### src/rtl/dmsl_pkg.sv
// shared types, register codes and widths for the dual motor slew limiter
`default_nettype none

package dmsl_pkg;

    localparam int unsigned LEVEL_W = 16;
    localparam int unsigned STEP_W  = 16;
    localparam int unsigned TIME_W  = 32;
    localparam int unsigned COUNT_W = 32;
    localparam int unsigned ADDR_W  = 4;
    localparam int unsigned DATA_W  = 32;

    // register index, taken from paddr word bits
    typedef enum logic [1:0] {
        REG_UP_STEP    = 2'd0,
        REG_DOWN_STEP  = 2'd1,
        REG_STALE_LIM  = 2'd2
    } t_reg_idx;

    // request type carried with each input word
    localparam logic REQ_COMMAND = 1'b0;
    localparam logic REQ_TICK    = 1'b1;

    typedef struct packed {
        logic [STEP_W-1:0] up_step;
        logic [STEP_W-1:0] down_step;
    } t_steps;

    typedef struct packed {
        logic signed [LEVEL_W-1:0] left_level;
        logic signed [LEVEL_W-1:0] right_level;
        logic                      armed;
        logic [COUNT_W-1:0]        packet_number;
    } t_result;

endpackage

`default_nettype wire

### src/rtl/dual_motor_slew_limiter_core.sv
// top level of the dual motor slew limiter: config port, command store, lanes and merge
//
//  channel | direction | handshake        | word
//  --------+-----------+------------------+------------------------------------------
//  input   | in        | i_valid/o_ready  | req type, left/right target, arm, now ms
//  result  | out       | o_valid/i_ready  | left/right level, armed, packet number
//  config  | in        | psel/penable     | up step, down step, stale limit (APB)
//
// one input word per cycle while o_ready is high; each tick's result is registered
// both lanes and the stale check settle within the accepting cycle
// an output register plus a skid stage let input flow while a result waits;
// o_ready drops only when both hold a result
// synchronous active-low reset clears the stored command, levels and counter
`default_nettype none

module dual_motor_slew_limiter_core (
    input  wire logic                                i_clk,
    input  wire logic                                i_rst_n,
    input  wire logic                                i_valid,
    output logic                                     o_ready,
    input  wire logic                                i_req_type,
    input  wire logic signed [dmsl_pkg::LEVEL_W-1:0] i_left_target,
    input  wire logic signed [dmsl_pkg::LEVEL_W-1:0] i_right_target,
    input  wire logic                                i_arm_request,
    input  wire logic [dmsl_pkg::TIME_W-1:0]         i_now_ms,
    output logic                                     o_valid,
    input  wire logic                                i_ready,
    output logic signed [dmsl_pkg::LEVEL_W-1:0]      o_left_level,
    output logic signed [dmsl_pkg::LEVEL_W-1:0]      o_right_level,
    output logic                                     o_armed_out,
    output logic [dmsl_pkg::COUNT_W-1:0]             o_packet_number,
    input  wire logic                                psel,
    input  wire logic                                penable,
    input  wire logic                                pwrite,
    input  wire logic [dmsl_pkg::ADDR_W-1:0]         paddr,
    input  wire logic [dmsl_pkg::DATA_W-1:0]         pwdata,
    output logic [dmsl_pkg::DATA_W-1:0]              prdata,
    output logic                                     pready
);
    import dmsl_pkg::*;

    logic [STEP_W-1:0]         r_up_step;
    logic [STEP_W-1:0]         r_down_step;
    logic [STEP_W-1:0]         r_stale_lim;

    logic signed [LEVEL_W-1:0] r_left_goal;
    logic signed [LEVEL_W-1:0] r_right_goal;
    logic [TIME_W-1:0]         r_cmd_time;
    logic                      r_have_cmd;
    logic                      r_armed;
    logic [COUNT_W-1:0]        r_tick_count;

    t_reg_idx                  reg_idx;
    logic                      cfg_write;
    logic                      accept;
    logic                      tick;
    logic                      space;
    logic [TIME_W-1:0]         age;
    logic                      stale;
    logic signed [LEVEL_W-1:0] left_goal;
    logic signed [LEVEL_W-1:0] right_goal;
    logic signed [LEVEL_W-1:0] left_next;
    logic signed [LEVEL_W-1:0] right_next;
    t_steps                    steps;
    t_result                   result;

    // configuration port
    assign reg_idx   = t_reg_idx'(paddr[ADDR_W-1:2]);
    assign cfg_write = psel && penable && pwrite;
    assign pready    = 1'b1;

    always_ff @(posedge i_clk) begin
        if (!i_rst_n) begin
            r_up_step   <= STEP_W'(8);
            r_down_step <= STEP_W'(32);
            r_stale_lim <= STEP_W'(250);
        end else if (cfg_write) begin
            unique case (reg_idx)
                REG_UP_STEP:   r_up_step   <= pwdata[STEP_W-1:0];
                REG_DOWN_STEP: r_down_step <= pwdata[STEP_W-1:0];
                REG_STALE_LIM: r_stale_lim <= pwdata[STEP_W-1:0];
                default: ;
            endcase
        end
    end

    always_comb begin
        unique case (reg_idx)
            REG_UP_STEP:   prdata = DATA_W'(r_up_step);
            REG_DOWN_STEP: prdata = DATA_W'(r_down_step);
            REG_STALE_LIM: prdata = DATA_W'(r_stale_lim);
            default:       prdata = '0;
        endcase
    end

    // input side
    assign o_ready = space;
    assign accept  = i_valid && space;
    assign tick    = accept && (i_req_type == REQ_TICK);

    always_ff @(posedge i_clk) begin
        if (!i_rst_n) begin
            r_have_cmd   <= 1'b0;
            r_armed      <= 1'b0;
            r_left_goal  <= '0;
            r_right_goal <= '0;
            r_cmd_time   <= '0;
            r_tick_count <= '0;
        end else if (accept) begin
            if (i_req_type == REQ_COMMAND) begin
                r_have_cmd   <= 1'b1;
                r_armed      <= i_arm_request;
                r_left_goal  <= i_left_target;
                r_right_goal <= i_right_target;
                r_cmd_time   <= i_now_ms;
            end else begin
                r_tick_count <= r_tick_count + COUNT_W'(1);
            end
        end
    end

    // age wraps modulo 2^32
    assign age        = i_now_ms - r_cmd_time;
    assign stale      = !r_have_cmd || (age > TIME_W'(r_stale_lim));
    assign left_goal  = stale ? '0 : r_left_goal;
    assign right_goal = stale ? '0 : r_right_goal;

    assign steps.up_step   = r_up_step;
    assign steps.down_step = r_down_step;

    dmsl_lane u_lane_left (
        .i_clk        (i_clk),
        .i_rst_n      (i_rst_n),
        .i_advance    (tick),
        .i_goal       (left_goal),
        .i_steps      (steps),
        .o_next_level (left_next)
    );

    dmsl_lane u_lane_right (
        .i_clk        (i_clk),
        .i_rst_n      (i_rst_n),
        .i_advance    (tick),
        .i_goal       (right_goal),
        .i_steps      (steps),
        .o_next_level (right_next)
    );

    dmsl_merge u_merge (
        .i_clk           (i_clk),
        .i_rst_n         (i_rst_n),
        .i_push          (tick),
        .i_left_level    (left_next),
        .i_right_level   (right_next),
        .i_armed         (r_armed),
        .i_packet_number (r_tick_count),
        .o_space         (space),
        .o_valid         (o_valid),
        .i_ready         (i_ready),
        .o_result        (result)
    );

    assign o_left_level    = result.left_level;
    assign o_right_level   = result.right_level;
    assign o_armed_out     = result.armed;
    assign o_packet_number = result.packet_number;

endmodule

`default_nettype wire

### src/rtl/dmsl_lane.sv
// one slew limiter lane: holds a drive level and moves it toward its goal
`default_nettype none

module dmsl_lane (
    input  wire logic                              i_clk,
    input  wire logic                              i_rst_n,
    input  wire logic                              i_advance,
    input  wire logic signed [dmsl_pkg::LEVEL_W-1:0] i_goal,
    input  wire dmsl_pkg::t_steps                  i_steps,
    output logic signed [dmsl_pkg::LEVEL_W-1:0]    o_next_level
);
    import dmsl_pkg::*;

    localparam int unsigned MAG_W   = LEVEL_W + 1;
    localparam int unsigned DELTA_W = LEVEL_W + 2;

    logic signed [LEVEL_W-1:0] r_level;
    logic signed [LEVEL_W-1:0] n_level;

    logic [MAG_W-1:0]          goal_mag;
    logic [MAG_W-1:0]          level_mag;
    logic                      fast;
    logic signed [DELTA_W-1:0] delta;
    logic signed [DELTA_W-1:0] limit;
    logic signed [DELTA_W-1:0] clamped;
    logic signed [DELTA_W-1:0] sum;

    always_comb begin
        goal_mag  = i_goal[LEVEL_W-1]  ? MAG_W'(-MAG_W'(signed'(i_goal)))
                                       : MAG_W'(i_goal);
        level_mag = r_level[LEVEL_W-1] ? MAG_W'(-MAG_W'(signed'(r_level)))
                                       : MAG_W'(r_level);
        // shrinking, or the sign goes through zero
        fast = (goal_mag < level_mag)
            || (((i_goal > 0) != (r_level > 0)) && (r_level != '0));
        limit = fast ? DELTA_W'(i_steps.down_step) : DELTA_W'(i_steps.up_step);
        delta = DELTA_W'(i_goal) - DELTA_W'(r_level);
        if (delta > limit) begin
            clamped = limit;
        end else if (delta < -limit) begin
            clamped = -limit;
        end else begin
            clamped = delta;
        end
        sum     = DELTA_W'(r_level) + clamped;
        n_level = sum[LEVEL_W-1:0];
    end

    always_ff @(posedge i_clk) begin
        if (!i_rst_n) begin
            r_level <= '0;
        end else if (i_advance) begin
            r_level <= n_level;
        end
    end

    assign o_next_level = n_level;

endmodule

`default_nettype wire

### src/rtl/dmsl_merge.sv
// merges the lane levels into one result word, with an output register and skid stage
`default_nettype none

module dmsl_merge (
    input  wire logic                                i_clk,
    input  wire logic                                i_rst_n,
    input  wire logic                                i_push,
    input  wire logic signed [dmsl_pkg::LEVEL_W-1:0] i_left_level,
    input  wire logic signed [dmsl_pkg::LEVEL_W-1:0] i_right_level,
    input  wire logic                                i_armed,
    input  wire logic [dmsl_pkg::COUNT_W-1:0]        i_packet_number,
    output logic                                     o_space,
    output logic                                     o_valid,
    input  wire logic                                i_ready,
    output dmsl_pkg::t_result                        o_result
);
    import dmsl_pkg::*;

    t_result r_out;
    t_result r_skid;
    logic    r_out_valid;
    logic    r_skid_valid;
    t_result merged;
    logic    pop;

    always_comb begin
        merged.left_level    = i_left_level;
        merged.right_level   = i_right_level;
        merged.armed         = i_armed;
        merged.packet_number = i_packet_number;
    end

    assign pop = r_out_valid && i_ready;

    always_ff @(posedge i_clk) begin
        if (!i_rst_n) begin
            r_out_valid  <= 1'b0;
            r_skid_valid <= 1'b0;
        end else begin
            if (r_skid_valid) begin
                if (pop) begin
                    r_out_valid  <= 1'b1;
                    r_skid_valid <= 1'b0;
                end
            end else if (i_push) begin
                if (!r_out_valid || pop) begin
                    r_out_valid <= 1'b1;
                end else begin
                    r_skid_valid <= 1'b1;
                end
            end else if (pop) begin
                r_out_valid <= 1'b0;
            end
        end
    end

    // payload, no reset needed
    always_ff @(posedge i_clk) begin
        if (r_skid_valid) begin
            if (pop) begin
                r_out <= r_skid;
            end
        end else if (i_push) begin
            if (!r_out_valid || pop) begin
                r_out <= merged;
            end else begin
                r_skid <= merged;
            end
        end
    end

    assign o_space  = !r_skid_valid;
    assign o_valid  = r_out_valid;
    assign o_result = r_out;

endmodule

`default_nettype wire
### config.mk
export PLATFORM = sky130hd
export DESIGN_NAME = dual_motor_slew_limiter_core
export DESIGN_NICKNAME = d
export VERILOG_FILES = /design/src/rtl/dmsl_pkg.sv /design/src/rtl/dual_motor_slew_limiter_core.sv /design/src/rtl/dmsl_lane.sv /design/src/rtl/dmsl_merge.sv
export SDC_FILE = /design/constraint.sdc
export NUM_CORES = 1
export LEC_CHECK = 0
export BUFFER_PORTS_ARGS = -buffer_cell sky130_fd_sc_hd__buf_2
export CAP_MARGIN = 30
export CORE_ASPECT_RATIO = 1.75
export CORE_MARGIN = 3
export CORE_UTILIZATION = 55
export DETAILED_ROUTE_END_ITERATION = 16
export HOLD_SLACK_MARGIN = 0.02
export PLACE_DENSITY = 0.77
export SYNTH_ARGS = -nofsm -noshare
export SYNTH_HDL_FRONTEND = slang
export SYNTH_SLANG_ARGS = --single-unit
### constraint.sdc
create_clock -name i_clk -period 13 [get_ports i_clk]
set_input_delay 0 -clock i_clk [delete_from_list [all_inputs] [get_ports i_clk]]
set_output_delay 0 -clock i_clk [all_outputs]
set_load 0.01 [all_outputs]
==> results by group <==
Global route
  • Initial antenna violation count: 0
  • First-pass GRT wire length: 120 mm
  • Maximum number of pins on one net before global-route repair: 101
  • Vias in the first global route: about 22k
  • Gr ovfl total: 0
  • Total GRT Usage: 33.8%

Logic synthesis
  • Synth Flop Type: dfxtp_1
  • Synthesis-stage register bit count: 310
  • Synthesized area per cell: around 8.6 µm²
  • Cells after synthesis: about 2.7k
  • EDFF count, synth: 130
  • Yosys warnings: 0
  • Sequential share of the synthesized area: approximately a third
  • Area of the mapped netlist: 23400 µm²
  • Post-synth ARST share: 0%
  • Yosys cell types: 95

Finish
  • Layout area overhead: 22.5%
  • End-of-flow core utilization: 68.5%
  • Most common cell after layout, fill and taps aside: nand2_1
  • Filler Cell Count: roughly 3.4k
  • Fin area: approximately 29000 µm²
  • Antenna Cells: 0
  • Most frequent cells in the layout: nand2_1 (474), buf_4 (247), ha_1 (209)
  • Layout cells sized above 1: around a fifth
  • Footprint of the multi-input gates: about 15000 µm²
  • Reg area: 7510 µm²
  • Final Net Count: 3491

STA
  • Crit path setup slack, layout: roughly 0.32 ns
  • Final Max Slew Viols: 0
  • Period Utilization, post-route: 97.6%
  • Setup_tns: 0 ns
  • Worst Skew: 0.0224 ns
  • Final setup violation count: 0
  • Unrepaired setup endpoints after global routing: true
  • Slew margin rel.: 37.1%
  • Tmin final: ~13 ns
  • Slew @ Worst Pin: slightly above 0.9 ns
  • Highest Clock Rate: roughly 80 MHz
  • Fin. Hold Viols: 0

Critical path
  • CP arrival: approximately 13 ns
  • Reg2Reg Setup Slack: between 0.3 and 0.4 ns
  • Cell at the slowest stage of the critical path: or3_4
  • Worst setup EP type: flop
  • CP Class: reg -> reg
  • Req. time, crit path: around 13 ns
  • Critical path's largest stage delay: between 0.4 and 0.5 ns
  • Critical Path Source Type: flop
  • Critical Path Fanout Max: 5
  • Top cell by count, worst path: o21a_1

Routing
  • Via count: 22.0k
  • Routed WL: roughly 80 mm
  • DRT Pass-1 Iters: 5
  • Vias per cell: approximately 5.9
  • Drt wl/cell: between 20 and 25 µm
  • Residual DRC: 0
  • Antenna-violating nets left: 0
  • DRC violation total after the first TritonRoute iteration: approximately 1.5k

Clock tree
  • H-tree depth: 1
  • TritonCTS clock tree: built
  • Clock Latency Late Sink: 0.58 ns
  • Root Buffer: clkbuf_16
  • CTS buffer count: 29
  • CTS Buffer Depth: 3
  • Clk sinks: 310
  • Clock-pin slew on the worst setup and hold paths: approximately 0.07 ns

Floorplan
  • Die Area: roughly 45000 µm²
  • Core ar.: approximately 42000 µm²
  • Die width: 162 µm
  • Row Count: 99
  • Die H: between 200 and 300 µm
  • Starting Density: 55.9%
  • Ports: ~210

Placed design
  • GPL Wtd Cong: around 1.0
  • Final HPWL DP: between 60 and 70 mm
  • Place WS: -0.283 ns
  • Placed Area: between 20000 and 30000 µm²
  • Number of I/O port buffers: 173

Pwr
  • Clk pwr share: a little under an eighth
  • Worst IR Drop VDD: between 0.15 and 0.2 mV
  • Net Switching: about 0.0033 W
  • Internal Pwr Total: 0.00397 W
  • Leakage: around 12 nW
  • Net Sw Frac: 45.2%
  • Reg power frac: between 10% and 20%
  • Power per cell area: between 200 and 300 nW/µm²
  • Combinational power share: slightly below 70%

Run
  • Max-Cap Viols: 0

Worst hold path
  • Hold crit path type: in -> reg

Status
  • Status: completed
==> what timing repair did <==
item                                   4_1_cts  5_1_grt
pin swaps                                    0       97
hold buffers                                83        0
setup endpoints to repair                   11       47
gates resized for setup                     19      124
buffers inserted                             0       17
endpoints found under the hold margin      115        0
==> critical path: cells and delay by family (launching register included) <==
kind                       cells  cell delay (ns)
xor gates and xnor gates       2             0.29
DFF                            1             0.33
and+or+nand+nor               16             3.08
muxes                          1             0.24
buffers and inverters          5             0.55
adders and majority gates      8             2.08
AOI/OAI and AO/OA             33             5.83
==> metal layers <==
| layer | global-route usage, % | share of wire [%] | vias up |
|---|---|---|---|
| met5 | 0 | 0 | - |
| met4 | 21.2 | 7.7 | 0 |
| met3 | 3.09 | 4.0 | 283 |
| met2 | 66.1 | 54 | 780 |
| met1 | 33.3 | 34 | 10415 |
| li1 | - | - | 10478 |
==> area by class of cell <==
class	count	share of cell area [%]
well taps	555	2.42
clock buffers	36	2.73
repair buffers	511	12.8
flip-flops and latches	310	26.2
multi-input cells	2162	53.5
clock inverters	17	0.497
inverters	147	1.92
==> synthesized netlist by cell type, types with 43 or more instances <==
cell type	instances	area [µm²]
a21oi_1	115	576
and2_1	69	432
dfxtp_1	180	3600
edfxtp_1	130	3900
o21a_1	51	383
mux2i_1	76	761
xor2_1	55	482
xnor2_1	119	1040
a21boi_0	145	1090
nor3_1	43	215
inv_1	147	552
nand2_1	476	1790
ha_1	216	2700
nor2_1	158	593
mux2_2	52	586
o21ai_0	95	475
clkbuf_1	94	353
nand3_1	43	215
==> metrics by stage <==
step	power (W)	hold slack, ns	std cells
CTS	0.00688	0.0910	3721
floorplan	0.00438	0.124	2756
detailed placement	0.00596	0.265	3585
finish	0.00724	0.106	3738
global route	0.00775	0.141	3738
global placement	0.00584	0.252	3585
==> kinds of logic after synthesis <==
family / Yosys count / share of synthesized area, %
buf+inv: 284 / 5.19
flops: 310 / 32.1
xor+xnor: 174 / 6.51
compound gates: 629 / 18.6
simple gates: 986 / 19.7
mux: 131 / 5.93
other cells: 2 / 0.0321
fa+ha+maj: 221 / 12.0
==> power groups by stage <==
stage | clock (W) | sequential, W | combinational [W]
6_report | 0.000837 | 0.00140 | 0.00501
5_1_grt | 0.000883 | 0.00141 | 0.00546
4_1_cts | 0.000852 | 0.00140 | 0.00463
3_5_place_dp | 0 | 0.00142 | 0.00454
3_3_place_gp | 0 | 0.00141 | 0.00442
2_1_floorplan | 0 | 0.00141 | 0.00297
==> final timing paths <==
| kind | startpoint | to | cells after the start |
|---|---|---|---|
| max | r_cmd_time[0]$_SDFFE_PN0P_ | u_merge.o_result[64]$_DFFE_PP_ | 65 |
| min | penable | r_stale_lim[10]$_SDFFE_PN0P_ | 4 |
| max reg2reg | r_cmd_time[0]$_SDFFE_PN0P_ | u_merge.o_result[64]$_DFFE_PP_ | 65 |
| min reg2reg | r_cmd_time[19]$_SDFFE_PN0P_ | r_cmd_time[19]$_SDFFE_PN0P_ | 2 |
==> flip-flops by register name (all words and copies together), names as in the netlist, 16 cells and up <==
name	cells
r_tick_count	32
u_merge.o_result	65
u_lane_left.r_level	16
r_down_step	16
r_right_goal	16
u_merge.r_skid	65
r_cmd_time	32
u_lane_right.r_level	16
r_stale_lim	16
r_left_goal	16
r_up_step	16
(Power assumes the default switching activity.)
